`src/dba_pkg.sv`:
```
// ----------------------------------------------------------------------------
// dba_pkg
// Shared types and constants for the decimal BCD accumulator.
// ----------------------------------------------------------------------------
package dba_pkg;

  localparam int DIGITS_DEF = 64;
  localparam int OPD_BITS   = 31;
  localparam int OPD_DIGITS = 10;
  localparam int IDX_BITS   = 6;

  localparam logic [1:0] KIND_LOAD    = 2'd0;
  localparam logic [1:0] KIND_ADD     = 2'd1;
  localparam logic [1:0] KIND_MUL     = 2'd2;
  localparam logic [1:0] KIND_INSPECT = 2'd3;

  localparam logic [1:0] CMP_EQ = 2'd0;
  localparam logic [1:0] CMP_GT = 2'd1;
  localparam logic [1:0] CMP_LT = 2'd2;

  typedef struct packed {
    logic [1:0]          kind;
    logic [OPD_BITS-1:0] operand;
    logic [IDX_BITS-1:0] digit_index;
  } in_word_t;

  typedef struct packed {
    logic                was_greater;
    logic                was_equal;
    logic                was_less;
    logic [3:0]          digit_value;
    logic [IDX_BITS-1:0] top_index;
    logic                is_zero;
    logic                overflow;
  } out_word_t;

endpackage

```
`src/dba_bin2bcd.sv`:
```
// ----------------------------------------------------------------------------
// dba_bin2bcd
// Serial binary to BCD converter, one operand bit per cycle (shift-add-3).
// ----------------------------------------------------------------------------
module dba_bin2bcd (
  input  logic                                 clk,
  input  logic                                 rst_n,
  input  logic                                 start,
  input  logic [dba_pkg::OPD_BITS-1:0]         bin,
  output logic                                 done,
  output logic [4*dba_pkg::OPD_DIGITS-1:0]     bcd
);

  localparam int CW = $clog2(dba_pkg::OPD_BITS);
  localparam int BW = 4 * dba_pkg::OPD_DIGITS;

  logic                         busy_r;
  logic                         done_r;
  logic [CW-1:0]                cnt_r;
  logic [dba_pkg::OPD_BITS-1:0] bin_r;
  logic [BW-1:0]                bcd_r;
  logic [BW-1:0]                adj;

  always_comb begin
    for (int i = 0; i < dba_pkg::OPD_DIGITS; i++) begin
      adj[4*i +: 4] = (bcd_r[4*i +: 4] >= 4'd5) ? bcd_r[4*i +: 4] + 4'd3
                                                : bcd_r[4*i +: 4];
    end
  end

  always_ff @(posedge clk) begin
    if (!rst_n) begin
      busy_r <= 1'b0;
      done_r <= 1'b0;
      cnt_r  <= '0;
    end else begin
      done_r <= busy_r && !start && (cnt_r == CW'(dba_pkg::OPD_BITS - 1));
      if (start) begin
        busy_r <= 1'b1;
        cnt_r  <= '0;
      end else if (busy_r) begin
        cnt_r <= cnt_r + 1'b1;
        if (cnt_r == CW'(dba_pkg::OPD_BITS - 1)) begin
          busy_r <= 1'b0;
        end
      end
    end
  end

  always_ff @(posedge clk) begin
    if (start) begin
      bin_r <= bin;
      bcd_r <= '0;
    end else if (busy_r) begin
      bin_r <= {bin_r[dba_pkg::OPD_BITS-2:0], 1'b0};
      bcd_r <= {adj[BW-2:0], bin_r[dba_pkg::OPD_BITS-1]};
    end
  end

  assign done = done_r;
  assign bcd  = bcd_r;

endmodule

```
`src/decimal_bcd_accumulator.sv`:
```
// ----------------------------------------------------------------------------
// decimal_bcd_accumulator
// Decimal accumulator over DIGITS BCD digits with load, add, multiply and
// inspect, plus a numeric compare of the prior value against the operand.
// ----------------------------------------------------------------------------
// One word at a time. After reset a clearing pass zeroes the digit memory,
// in_ready stays low meanwhile. Each word first converts its operand to ten
// BCD digits (one operand bit per cycle), then walks the digit memory from
// the ones digit upward through its single read/write port: load, add and
// inspect pass each digit through a read state and an execute state; multiply
// forms each result digit as a column of ten digit products on one shared 4x4
// multiplier, in read, shift, multiply-accumulate and execute states, over
// DIGITS+10 columns. A new word is taken while the previous result still
// waits on the output.
module decimal_bcd_accumulator #(
  parameter int DIGITS = dba_pkg::DIGITS_DEF
) (
  input  logic               clk,
  input  logic               rst_n,
  input  logic               in_valid,
  output logic               in_ready,
  input  dba_pkg::in_word_t  in_data,
  output logic               out_valid,
  input  logic               out_ready,
  output dba_pkg::out_word_t out_data
);

  localparam int ND = dba_pkg::OPD_DIGITS;
  localparam int AW = $clog2(DIGITS);
  localparam int KW = $clog2(DIGITS + ND + 1);
  localparam int TW = (KW > dba_pkg::IDX_BITS) ? KW : dba_pkg::IDX_BITS;
  localparam int JW = $clog2(ND);

  localparam logic [2:0] S_CLR  = 3'd0;
  localparam logic [2:0] S_IDLE = 3'd1;
  localparam logic [2:0] S_CONV = 3'd2;
  localparam logic [2:0] S_RD   = 3'd3;
  localparam logic [2:0] S_SHF  = 3'd4;
  localparam logic [2:0] S_MAC  = 3'd5;
  localparam logic [2:0] S_EX   = 3'd6;
  localparam logic [2:0] S_DONE = 3'd7;

  logic [2:0]    state_r, state_nxt;
  logic [KW-1:0] k_r;
  logic [JW-1:0] j_r;
  logic [1:0]    kind_r;
  logic [dba_pkg::IDX_BITS-1:0] idx_r;
  logic [1:0]    cmp_r;
  logic [6:0]    carry_r;
  logic [9:0]    acc_r;
  logic          nz_r;
  logic [dba_pkg::IDX_BITS-1:0] top_r;
  logic [3:0]    dig_r;
  logic          ovf_r;
  logic [3:0]    win_r [ND];
  logic          out_valid_r;
  dba_pkg::out_word_t out_data_r;

  logic [3:0]    mem [DIGITS];
  logic [3:0]    rdata_r;
  logic          mem_we;
  logic [3:0]    mem_wdata;

  logic          conv_start;
  logic          conv_done;
  logic [4*ND-1:0] conv_bcd;
  logic [3:0]    od [ND];

  logic          accept;
  logic          in_rng;
  logic [3:0]    a_dig, b_dig, new_dig;
  logic [4:0]    add_s;
  logic [9:0]    mul_p;
  logic [17:0]   mul_prod;
  logic [6:0]    mul_q;
  logic [3:0]    mul_rem;
  logic [6:0]    cout;
  logic          last_col;
  logic [TW-1:0] k_ext;

  dba_bin2bcd u_b2d (
    .clk   (clk),
    .rst_n (rst_n),
    .start (conv_start),
    .bin   (in_data.operand),
    .done  (conv_done),
    .bcd   (conv_bcd)
  );

  always_comb begin
    for (int i = 0; i < ND; i++) begin
      od[i] = conv_bcd[4*i +: 4];
    end
  end

  assign in_ready   = (state_r == S_IDLE);
  assign accept     = in_valid && in_ready;
  assign conv_start = accept;

  assign in_rng = (k_r < KW'(DIGITS));
  assign k_ext  = TW'(k_r);
  assign a_dig  = in_rng ? rdata_r : 4'd0;
  assign b_dig  = (k_r < KW'(ND)) ? od[k_r[JW-1:0]] : 4'd0;
  assign add_s  = 5'(a_dig) + 5'(b_dig) + 5'(carry_r[0]);
  assign mul_p  = acc_r + 10'(carry_r);
  assign mul_prod = 18'(mul_p) * 18'd205;
  assign mul_q  = mul_prod[17:11];
  assign mul_rem = 4'(mul_p - 10'(mul_q) * 10'd10);

  always_comb begin
    unique case (kind_r)
      dba_pkg::KIND_LOAD: begin
        new_dig = b_dig;
        cout    = 7'd0;
      end
      dba_pkg::KIND_ADD: begin
        if (add_s >= 5'd10) begin
          new_dig = 4'(add_s - 5'd10);
          cout    = 7'd1;
        end else begin
          new_dig = add_s[3:0];
          cout    = 7'd0;
        end
      end
      dba_pkg::KIND_MUL: begin
        new_dig = mul_rem;
        cout    = mul_q;
      end
      default: begin
        new_dig = a_dig;
        cout    = 7'd0;
      end
    endcase
  end

  assign last_col = (kind_r == dba_pkg::KIND_MUL) ? (k_r == KW'(DIGITS + ND - 1))
                                                  : (k_r == KW'(DIGITS - 1));

  assign mem_we = (state_r == S_CLR) ||
                  ((state_r == S_EX) && in_rng && (kind_r != dba_pkg::KIND_INSPECT));
  assign mem_wdata = (state_r == S_CLR) ? 4'd0 : new_dig;

  always_ff @(posedge clk) begin
    if (mem_we) begin
      mem[k_r[AW-1:0]] <= mem_wdata;
    end
    if (state_r == S_RD) begin
      rdata_r <= mem[k_r[AW-1:0]];
    end
  end

  always_comb begin
    state_nxt = state_r;
    unique case (state_r)
      S_CLR:  if (k_r == KW'(DIGITS - 1)) state_nxt = S_IDLE;
      S_IDLE: if (accept) state_nxt = S_CONV;
      S_CONV: if (conv_done) state_nxt = S_RD;
      S_RD:   state_nxt = (kind_r == dba_pkg::KIND_MUL) ? S_SHF : S_EX;
      S_SHF:  state_nxt = S_MAC;
      S_MAC:  if (j_r == JW'(ND - 1)) state_nxt = S_EX;
      S_EX:   state_nxt = last_col ? S_DONE : S_RD;
      S_DONE: if (!out_valid_r || out_ready) state_nxt = S_IDLE;
      default: state_nxt = S_IDLE;
    endcase
  end

  always_ff @(posedge clk) begin
    if (!rst_n) begin
      state_r     <= S_CLR;
      k_r         <= '0;
      out_valid_r <= 1'b0;
    end else begin
      state_r <= state_nxt;
      if (state_r == S_CLR) begin
        k_r <= (k_r == KW'(DIGITS - 1)) ? '0 : k_r + 1'b1;
      end else if (accept) begin
        k_r <= '0;
      end else if (state_r == S_EX && !last_col) begin
        k_r <= k_r + 1'b1;
      end
      if (state_r == S_DONE && (!out_valid_r || out_ready)) begin
        out_valid_r <= 1'b1;
      end else if (out_ready) begin
        out_valid_r <= 1'b0;
      end
    end
  end

  always_ff @(posedge clk) begin
    if (accept) begin
      kind_r  <= in_data.kind;
      idx_r   <= in_data.digit_index;
      cmp_r   <= dba_pkg::CMP_EQ;
      carry_r <= 7'd0;
      nz_r    <= 1'b0;
      top_r   <= '0;
      dig_r   <= 4'd0;
      ovf_r   <= 1'b0;
      for (int i = 0; i < ND; i++) begin
        win_r[i] <= 4'd0;
      end
    end
    if (state_r == S_SHF) begin
      win_r[0] <= a_dig;
      for (int i = 1; i < ND; i++) begin
        win_r[i] <= win_r[i-1];
      end
      acc_r <= 10'd0;
      j_r   <= '0;
    end
    if (state_r == S_MAC) begin
      acc_r <= acc_r + {2'b00, 8'(win_r[j_r] * od[j_r])};
      j_r   <= j_r + 1'b1;
    end
    if (state_r == S_EX) begin
      carry_r <= cout;
      if (in_rng) begin
        if (a_dig > b_dig) begin
          cmp_r <= dba_pkg::CMP_GT;
        end else if (a_dig < b_dig) begin
          cmp_r <= dba_pkg::CMP_LT;
        end
        if (new_dig != 4'd0) begin
          nz_r  <= 1'b1;
          top_r <= (k_ext > TW'(63)) ? 6'd63 : k_ext[dba_pkg::IDX_BITS-1:0];
        end
        if (TW'(idx_r) == k_ext) begin
          dig_r <= new_dig;
        end
      end
      if (kind_r == dba_pkg::KIND_ADD && last_col && cout != 7'd0) begin
        ovf_r <= 1'b1;
      end
      if (kind_r == dba_pkg::KIND_MUL &&
          ((!in_rng && new_dig != 4'd0) || (last_col && cout != 7'd0))) begin
        ovf_r <= 1'b1;
      end
    end
    if (state_r == S_DONE && (!out_valid_r || out_ready)) begin
      out_data_r.was_greater <= (cmp_r == dba_pkg::CMP_GT);
      out_data_r.was_equal   <= (cmp_r == dba_pkg::CMP_EQ);
      out_data_r.was_less    <= (cmp_r == dba_pkg::CMP_LT);
      out_data_r.digit_value <= dig_r;
      out_data_r.top_index   <= top_r;
      out_data_r.is_zero     <= !nz_r;
      out_data_r.overflow    <= ovf_r;
    end
  end

  assign out_valid = out_valid_r;
  assign out_data  = out_data_r;

  a_cmp_onehot: assert property (@(posedge clk) disable iff (!rst_n)
    out_valid_r |-> $onehot({out_data_r.was_greater, out_data_r.was_equal,
                             out_data_r.was_less}))
    else $error("compare flags not one-hot");

  a_zero_top: assert property (@(posedge clk) disable iff (!rst_n)
    out_valid_r && out_data_r.is_zero |-> out_data_r.top_index == '0)
    else $error("zero value with nonzero top index");

  a_digit_dec: assert property (@(posedge clk) disable iff (!rst_n)
    out_valid_r |-> out_data_r.digit_value <= 4'd9)
    else $error("reported digit not decimal");

  a_mul_carry: assert property (@(posedge clk) disable iff (!rst_n)
    state_r == S_EX && kind_r == dba_pkg::KIND_MUL |-> carry_r <= 7'd90)
    else $error("multiply column carry out of range");

endmodule
```
`config.mk`:
```
export PLATFORM = sky130hd
export DESIGN_NAME = decimal_bcd_accumulator
export DESIGN_NICKNAME = d
export VERILOG_FILES = /design/src/dba_pkg.sv /design/src/dba_bin2bcd.sv /design/src/decimal_bcd_accumulator.sv
export SDC_FILE = /design/constraint.sdc
export NUM_CORES = 1
export LEC_CHECK = 0
export BUFFER_PORTS_ARGS = -buffer_cell sky130_fd_sc_hd__buf_2
export CORE_UTILIZATION = 55
export CTS_BUF_LIST = sky130_fd_sc_hd__clkbuf_4
export DETAILED_ROUTE_END_ITERATION = 16
export PLACE_DENSITY = 0.74
export SYNTH_ARGS = -nofsm -noshare
export SYNTH_HDL_FRONTEND = slang
export SYNTH_SLANG_ARGS = --single-unit
```
`constraint.sdc`:
```
create_clock -name clk -period 20.5 [get_ports clk]
set_input_delay 4.1 -clock clk [delete_from_list [all_inputs] [get_ports clk]]
set_output_delay 4.1 -clock clk [all_outputs]
set_load 0.1 [all_outputs]
```
==> metrics.md, run 1 <==
| Metric | Value |
|---|---|
| Via count | `14.93k` |
| Share of the clock period used by the worst path after layout | `41.40%` |
| Routed WL per cell | `19.79 µm` |
| Dominant register cell in the synthesized netlist | `sky130_fd_sc_hd__edfxtp_1` |
| Post-layout power | `2218 µW` |
| Pre-CTS worst setup slack | `12.07 ns` |
| Actual transition at the worst max-transition pin | `1.292 ns` |
| Top cell type by total area after synthesis | `sky130_fd_sc_hd__edfxtp_1` |
| Post CTS Setup Buffer Count | `0` |
| Maximum clock path buffer count | `3` |
| Final antenna-violating net count | `0` |
| Max Cap Viol | `0` |
| Async SR Flop Fraction | `0%` |
| Number of endpoints with negative hold slack in the final report | `0` |
| Sequential cell area fraction in the yosys report | `58.17%` |
| Cells after Synth | `1812` |
| Category of the critical setup timing path | `flop to flop` |
| Fin util | `62.24%` |
| Critical path peak fanout | `64` |
| Fraction of layout cells with a size suffix above 1 | `15.70%` |
| Die X-Extent | `201.9 µm` |
| Post-route minimum period | `8.487 ns` |
| Die height | `201.9 µm` |
| IO Port Bufs | `59` |
| Critical path data required time | `20.92 ns` |
| TritonCTS clock tree | `yes` |
| Hold/Removal Path Class | `flop to flop` |
| Latest clock arrival within the worst-skew pair | `0.85 ns` |
| GRT Resource Usage Total | `25.25%` |
| VDD IR max | `0.00006725 V` |
| Number of CTS-inserted buffers | `110` |
| Buffer cell driving the clock tree root | `sky130_fd_sc_hd__clkbuf_4` |
| CP max-delay cell | `sky130_fd_sc_hd__nor2_4` |
| Remaining design rule violation count | `0` |
| Finish-stage setup viols | `0` |
| Leading cell types in the layout, fill and taps excluded | `375 x sky130_fd_sc_hd__edfxtp_1, 171 x sky130_fd_sc_hd__nand2_1, 164 x sky130_fd_sc_hd__nor2_1, 164 x sky130_fd_sc_hd__clkbuf_4, 117 x sky130_fd_sc_hd__inv_1` |
| Critical path data arrival time | `8.91 ns` |
| Hold path cells | `0` |
| Worst r2r path cells | `29` |
| Most Crowded Layer GR | `met2` |
| Met3 Use GR | `5.047%` |
| Resized cells post-CTS | `0` |
| Iter 0 DRT Violations | `1072` |
| Via density per instance | `5.893` |
| GPL Wtd Cong | `0.9425` |
| Total iterations of the first detailed-routing run | `6` |
| Die area | `40760 µm²` |
| Site row count | `72` |
| Final wirelength | `50150 µm` |
| Post-layout net count | `2103` |
| Area share of the largest cell type after synthesis | `51.25%` |
| Aggregate negative setup slack | `0 ns` |
| Mean cell area of the mapped netlist | `12.13 µm²` |
| Met1 usage | `34.06%` |
| Clk pin slew, worst setup/hold paths | `0.07 ns` |
| Wire length of the first global-routing pass | `80290 µm` |
| Global route overflow | `0` |
| Cell area after synthesis | `21970 µm²` |
| Leak | `0.009187 µW` |
| Cell area power density | `91.36 nW/µm²` |
| Relative max-transition margin | `13.63%` |
| Achievable clock frequency | `0.1178 GHz` |
| Flip-flop and latch count after synthesis | `451` |
| Final worst setup slack | `12.01 ns` |
| IO Count | `60` |
| Type of origin of the critical path | `flop` |
| Core area | `39010 µm²` |
| Met2 usage | `40.77%` |
| Final-report max-slew violation count | `0` |
| CTS sink count | `451` |
| Syn_nets | `1997` |
| CTS H-tree depth | `3` |
| Setup crit end kind | `flop` |
| Clock skew after layout | `0.07481 ns` |
| Number of distinct library cells after synthesis | `78` |
| Run status | `finished, final reports clean` |
| Vias in the first global route | `14.81k` |
| Synthesis warning total | `0` |
| Reg-to-reg setup timing slack | `12.01 ns` |
| Hpwl dp | `32920 µm` |
| Antenna violations before repair | `2` |
| Post-CTS Hold Buffers | `0` |
| RSZ-0062 raised after global routing | `no` |
| Effective utilization at floorplan | `56.33%` |
| Delay of the slowest critical-path stage | `1.01 ns` |
| Most common cell after layout, fill and taps aside | `sky130_fd_sc_hd__edfxtp_1` |
| Area Growth Syn to Fin | `10.49%` |
| Post-synth EDFFs | `375` |
| Largest cells by area after synthesis | `sky130_fd_sc_hd__edfxtp_1 51%, sky130_fd_sc_hd__dfxtp_1 6.9%, sky130_fd_sc_hd__ha_1 6.5%` |
| Final Hold Slack | `0.4324 ns` |
| Largest net degree at the start of global routing | `65` |
## sequential cells by signal, indices dropped and copies added (netlist names), 4 cells and up, named ones only
register and flops:
acc_r 10, carry_r 7, dig_r 4, idx_r 6, j_r 4, k_ext 7
mem 256, out_data 15, rdata_r 4, top_r 6, u_b2d.bcd 40, u_b2d.bin_r 31
u_b2d.cnt_r 5, win_r 40
## cells in the mapped netlist, drive strengths merged (18+ instances only)
master,n
nor2,170
ha,114
nand2b,23
o21ai,53
xnor2,40
inv,119
mux2i,41
nand3,33
edfxtp,375
dfxtp,76
a21oi,76
a22oi,101
and3,39
a41oi,18
fa,28
mux4,20
nand2,172
clkbuf,71
## where the power goes
part           internal (µW)  switching, µW  leakage [µW]
clock network            393            360      0.000864
logic                    170            209       0.00427
registers               1020           64.9       0.00405
## per-stage QoR
stage / std cells / cell area [µm²]
floorplan: 1812 / 21970
global placement: 2324 / 22810
detailed placement: 2324 / 22810
CTS: 2531 / 24270
global route: 2534 / 24280
finish: 2534 / 24280
## logic make-up (layout without fill, tap and decap cells)
group           after synthesis  in the layout  share of synthesized area, %
compound gates              375            375                         11.93
fa+ha+maj                   142            142                         9.042
flops                       451            451                         58.17
simple gates                510            510                         10.53
mux                          67             67                         4.242
other cells                   0              3                             0
buf+inv                     209            410                         3.639
xor+xnor                     58             58                         2.437
## critical path: cells and delay by family, from the launching register on
| family | cells | cell delay [ns] |
|---|---|---|
| flip-flops | 1 | 0.43 |
| adder cells (fa/ha/maj) | 7 | 2.90 |
| XOR/XNOR | 5 | 1.00 |
| buffers and inverters | 4 | 0.21 |
| AO/OA/AOI/OAI | 9 | 1.71 |
| AND/OR/NAND/NOR | 4 | 1.84 |
## final timing paths
path	from	to
worst max-delay path	carry_r[1]$_SDFFCE_PN0P_	mem[40][3]$_DFFE_PP_
worst min-delay path	top_r[3]$_DFF_P_	out_data[5]$_DFFE_PP_
worst max register to register	carry_r[1]$_SDFFCE_PN0P_	mem[40][3]$_DFFE_PP_
worst min register to register	top_r[3]$_DFF_P_	out_data[5]$_DFFE_PP_
## area by class of cell
class	instances	area, µm²
antenna	3	7.507
timing repair buffer	81	460.4
sequential	451	12780
fill	3048	14730
tap	518	648.1
clock inverter	43	231.5
clock buffer	164	1231
inverter	122	457.9
multi-input combinational	1152	8459
## per-layer routing
metal | part of all wire (%) | up-vias | wire length, µm
met3 | 6.8 | 98 | 3400
met4 | 2.4 | 0 | 1208
li1 | - | 7010 | -
met1 | 42 | 7237 | 21200
met2 | 49 | 587 | 24340
met5 | 0 | - | 0
(Power assumes the default switching activity.)
==> inputs of run 2 (changes only) <==
--- a/config.mk
+++ b/config.mk
@@ -9,7 +9,7 @@
 export CORE_UTILIZATION = 55
 export CTS_BUF_LIST = sky130_fd_sc_hd__clkbuf_4
 export DETAILED_ROUTE_END_ITERATION = 16
-export PLACE_DENSITY = 0.74
+export PLACE_DENSITY = 0.76
 export SYNTH_ARGS = -nofsm -noshare
 export SYNTH_HDL_FRONTEND = slang
 export SYNTH_SLANG_ARGS = --single-unit
==> constraint.sdc (replaced) <==
create_clock -name clk -period 7.4 [get_ports clk]
set_input_delay 1.48 -clock clk [delete_from_list [all_inputs] [get_ports clk]]
set_output_delay 1.48 -clock clk [all_outputs]
set_load 0.1 [all_outputs]
==> metrics.md, run 2 (same netlist as run 1, synthesis figures left out) <==
| Metric | Value |
|---|---|
| Run status | `finished, final reports clean` |
| Antenna violations before repair | `1` |
| Die height | `201.9 µm` |
| Delay of the slowest critical-path stage | `0.52 ns` |
| Worst r2r path cells | `30` |
| Endpoint of the worst-slack reg-to-reg timing path | `mem[5][3]$_DFFE_PP_` |
| Setup crit end kind | `flop` |
| TritonCTS clock tree | `yes` |
| GRT Resource Usage Total | `25.93%` |
| Post-CTS Hold Buffers | `0` |
| CTS H-tree depth | `3` |
| Routed WL per cell | `20.43 µm` |
| Core area | `39010 µm²` |
| Actual transition at the worst max-transition pin | `1.168 ns` |
| CP max-delay cell | `sky130_fd_sc_hd__fa_1` |
| Buffer cell driving the clock tree root | `sky130_fd_sc_hd__clkbuf_4` |
| Die area | `40760 µm²` |
| Post-layout net count | `2153` |
| IO Count | `60` |
| Post-route minimum period | `7.176 ns` |
| Largest net degree at the start of global routing | `65` |
| Clock skew after layout | `0.05994 ns` |
| Crit path from | `acc_r[1]$_SDFFCE_PN0N_` |
| Number of CTS-inserted buffers | `110` |
| Post-Layout Cell Count | `2572` |
| Finish-stage setup viols | `0` |
| Hpwl dp | `34010 µm` |
| Iter 0 DRT Violations | `1300` |
| Global route overflow | `0` |
| GPL Wtd Cong | `0.9203` |
| Pre-CTS worst setup slack | `-0.6122 ns` |
| Latest clock arrival within the worst-skew pair | `0.86 ns` |
| Post-layout power | `6118 µW` |
| Final worst setup slack | `0.2242 ns` |
| Reg-to-Reg Start | `acc_r[1]$_SDFFCE_PN0N_` |
| Hold/Removal Path Class | `flop to flop` |
| Fillcell total | `2940` |
| Cell total after placement | `2359` |
| CP dominant cell by count | `sky130_fd_sc_hd__inv_2` |
| Achievable clock frequency | `0.1394 GHz` |
| Category of the critical setup timing path | `flop to flop` |
| Share of the clock period used by the worst path after layout | `96.97%` |
| Max Cap Viol | `0` |
| Leading cell types in the layout, fill and taps excluded | `375 x sky130_fd_sc_hd__edfxtp_1, 171 x sky130_fd_sc_hd__nand2_1, 163 x sky130_fd_sc_hd__nor2_1` |
| Family of cells with the greatest summed delay on the critical path | `adder cells` |
| Cell area power density | `246.8 nW/µm²` |
| RSZ-0062 raised after global routing | `no` |
| Via density per instance | `5.987` |
| Final wirelength | `52530 µm` |
| Site row count | `72` |
| IO Port Bufs | `59` |
| Via count | `15.40k` |
| Buffer and inverter count on the worst path | `6` |
| Critical path data arrival time | `7.68 ns` |
| VDD IR max | `0.0001643 V` |
| Remaining design rule violation count | `0` |
| Effective utilization at floorplan | `56.33%` |
| Met2 usage | `41.63%` |
| Critical path endpoint | `mem[5][3]$_DFFE_PP_` |
| Fraction of layout cells with a size suffix above 1 | `18.90%` |
| Most common cell after layout, fill and taps aside | `sky130_fd_sc_hd__edfxtp_1` |
| Number of flip-flops in the largest register | `256` |
| Count of cell instances traversed by the critical path | `30` |
| Relative max-transition margin | `21.70%` |
| Number of endpoints with negative hold slack in the final report | `0` |
| Critical path peak fanout | `8` |
| Wire length of the first global-routing pass | `82300 µm` |
| Reg-to-reg setup timing slack | `0.22 ns` |
| Final antenna-violating net count | `0` |
| Most Crowded Layer GR | `met2` |
| Met1 usage | `34.59%` |
| Area Growth Syn to Fin | `12.81%` |
| Final-report max-slew violation count | `0` |
| Leak | `0.009404 µW` |
| Vias in the first global route | `15.48k` |
| CTS sink count | `451` |
| Maximum clock path buffer count | `3` |
| Clk pin slew, worst setup/hold paths | `0.07 ns` |
| Total iterations of the first detailed-routing run | `6` |
| Die X-Extent | `201.9 µm` |
| Hold path cells | `0` |
| Critical path data required time | `7.90 ns` |
| Met3 Use GR | `5.176%` |
| Type of origin of the critical path | `flop` |
## run 2: changes by cell type in the layout (fill, tap and decap cells not counted), sizes merged
cell | previous run | this run
clkbuf | 164 | 160
clkinvlp | 1 | 2
diode | 3 | 1
clkinv | 39 | 35
nor2 | 170 | 178
buf | 81 | 121
bufinv | 2 | 1
## run 2: layout make-up
cell class	instances	area [µm²]	area share (%)
tap	518	648.1	2.615
multi-input combinational	1160	8658	34.93
timing repair buffer	123	839.6	3.387
inverter	122	457.9	1.847
sequential	451	12780	51.57
clock inverter	39	212.7	0.8581
clock buffer	158	1186	4.785
antenna	1	2.502	0.01009
## run 2: stage by stage
stage          utilization, %  area (µm²)  hold slack, ns  TNS (ns)
5_1_grt                 63.55       24790          0.4121         0
4_1_cts                 63.01       24580          0.4086         0
2_1_floorplan               -       21990          0.4081         0
3_5_place_dp            59.21       23100          0.4247    -40.98
3_3_place_gp            59.21       23100          0.4240    -23.58
6_report                63.55       24790          0.4438         0
## run 2: worst min path at each step
stage / from / to
CTS: top_r[3]$_DFF_P_ / out_data[5]$_DFFE_PP_
global route: top_r[3]$_DFF_P_ / out_data[5]$_DFFE_PP_
global placement: top_r[5]$_DFF_P_ / out_data[7]$_DFFE_PP_
detailed placement: top_r[5]$_DFF_P_ / out_data[7]$_DFFE_PP_
floorplan: ovf_r$_DFF_P_ / out_data[0]$_DFFE_PP_
finish: top_r[5]$_DFF_P_ / out_data[7]$_DFFE_PP_
## run 2: power by group
part           leakage (µW)  switching, µW  internal [µW]
combinational       0.00452            604            480
clock              0.000830            993           1020
sequential          0.00405            187           2830
## run 2: per-layer routing
layer	up-vias	part of all wire [%]
met5	-	0
met4	0	3.6
met3	146	8.4
met2	715	47
met1	7439	41
li1	7099	-
## run 2: timing repair
item | in CTS | in global routing
pin swaps | 5 | 26
buffers inserted | 0 | 5
setup endpoints to repair | 133 | 137
cloned | 5 | 5
endpoints found under the hold margin | 0 | 0
gates resized for setup | 8 | 26
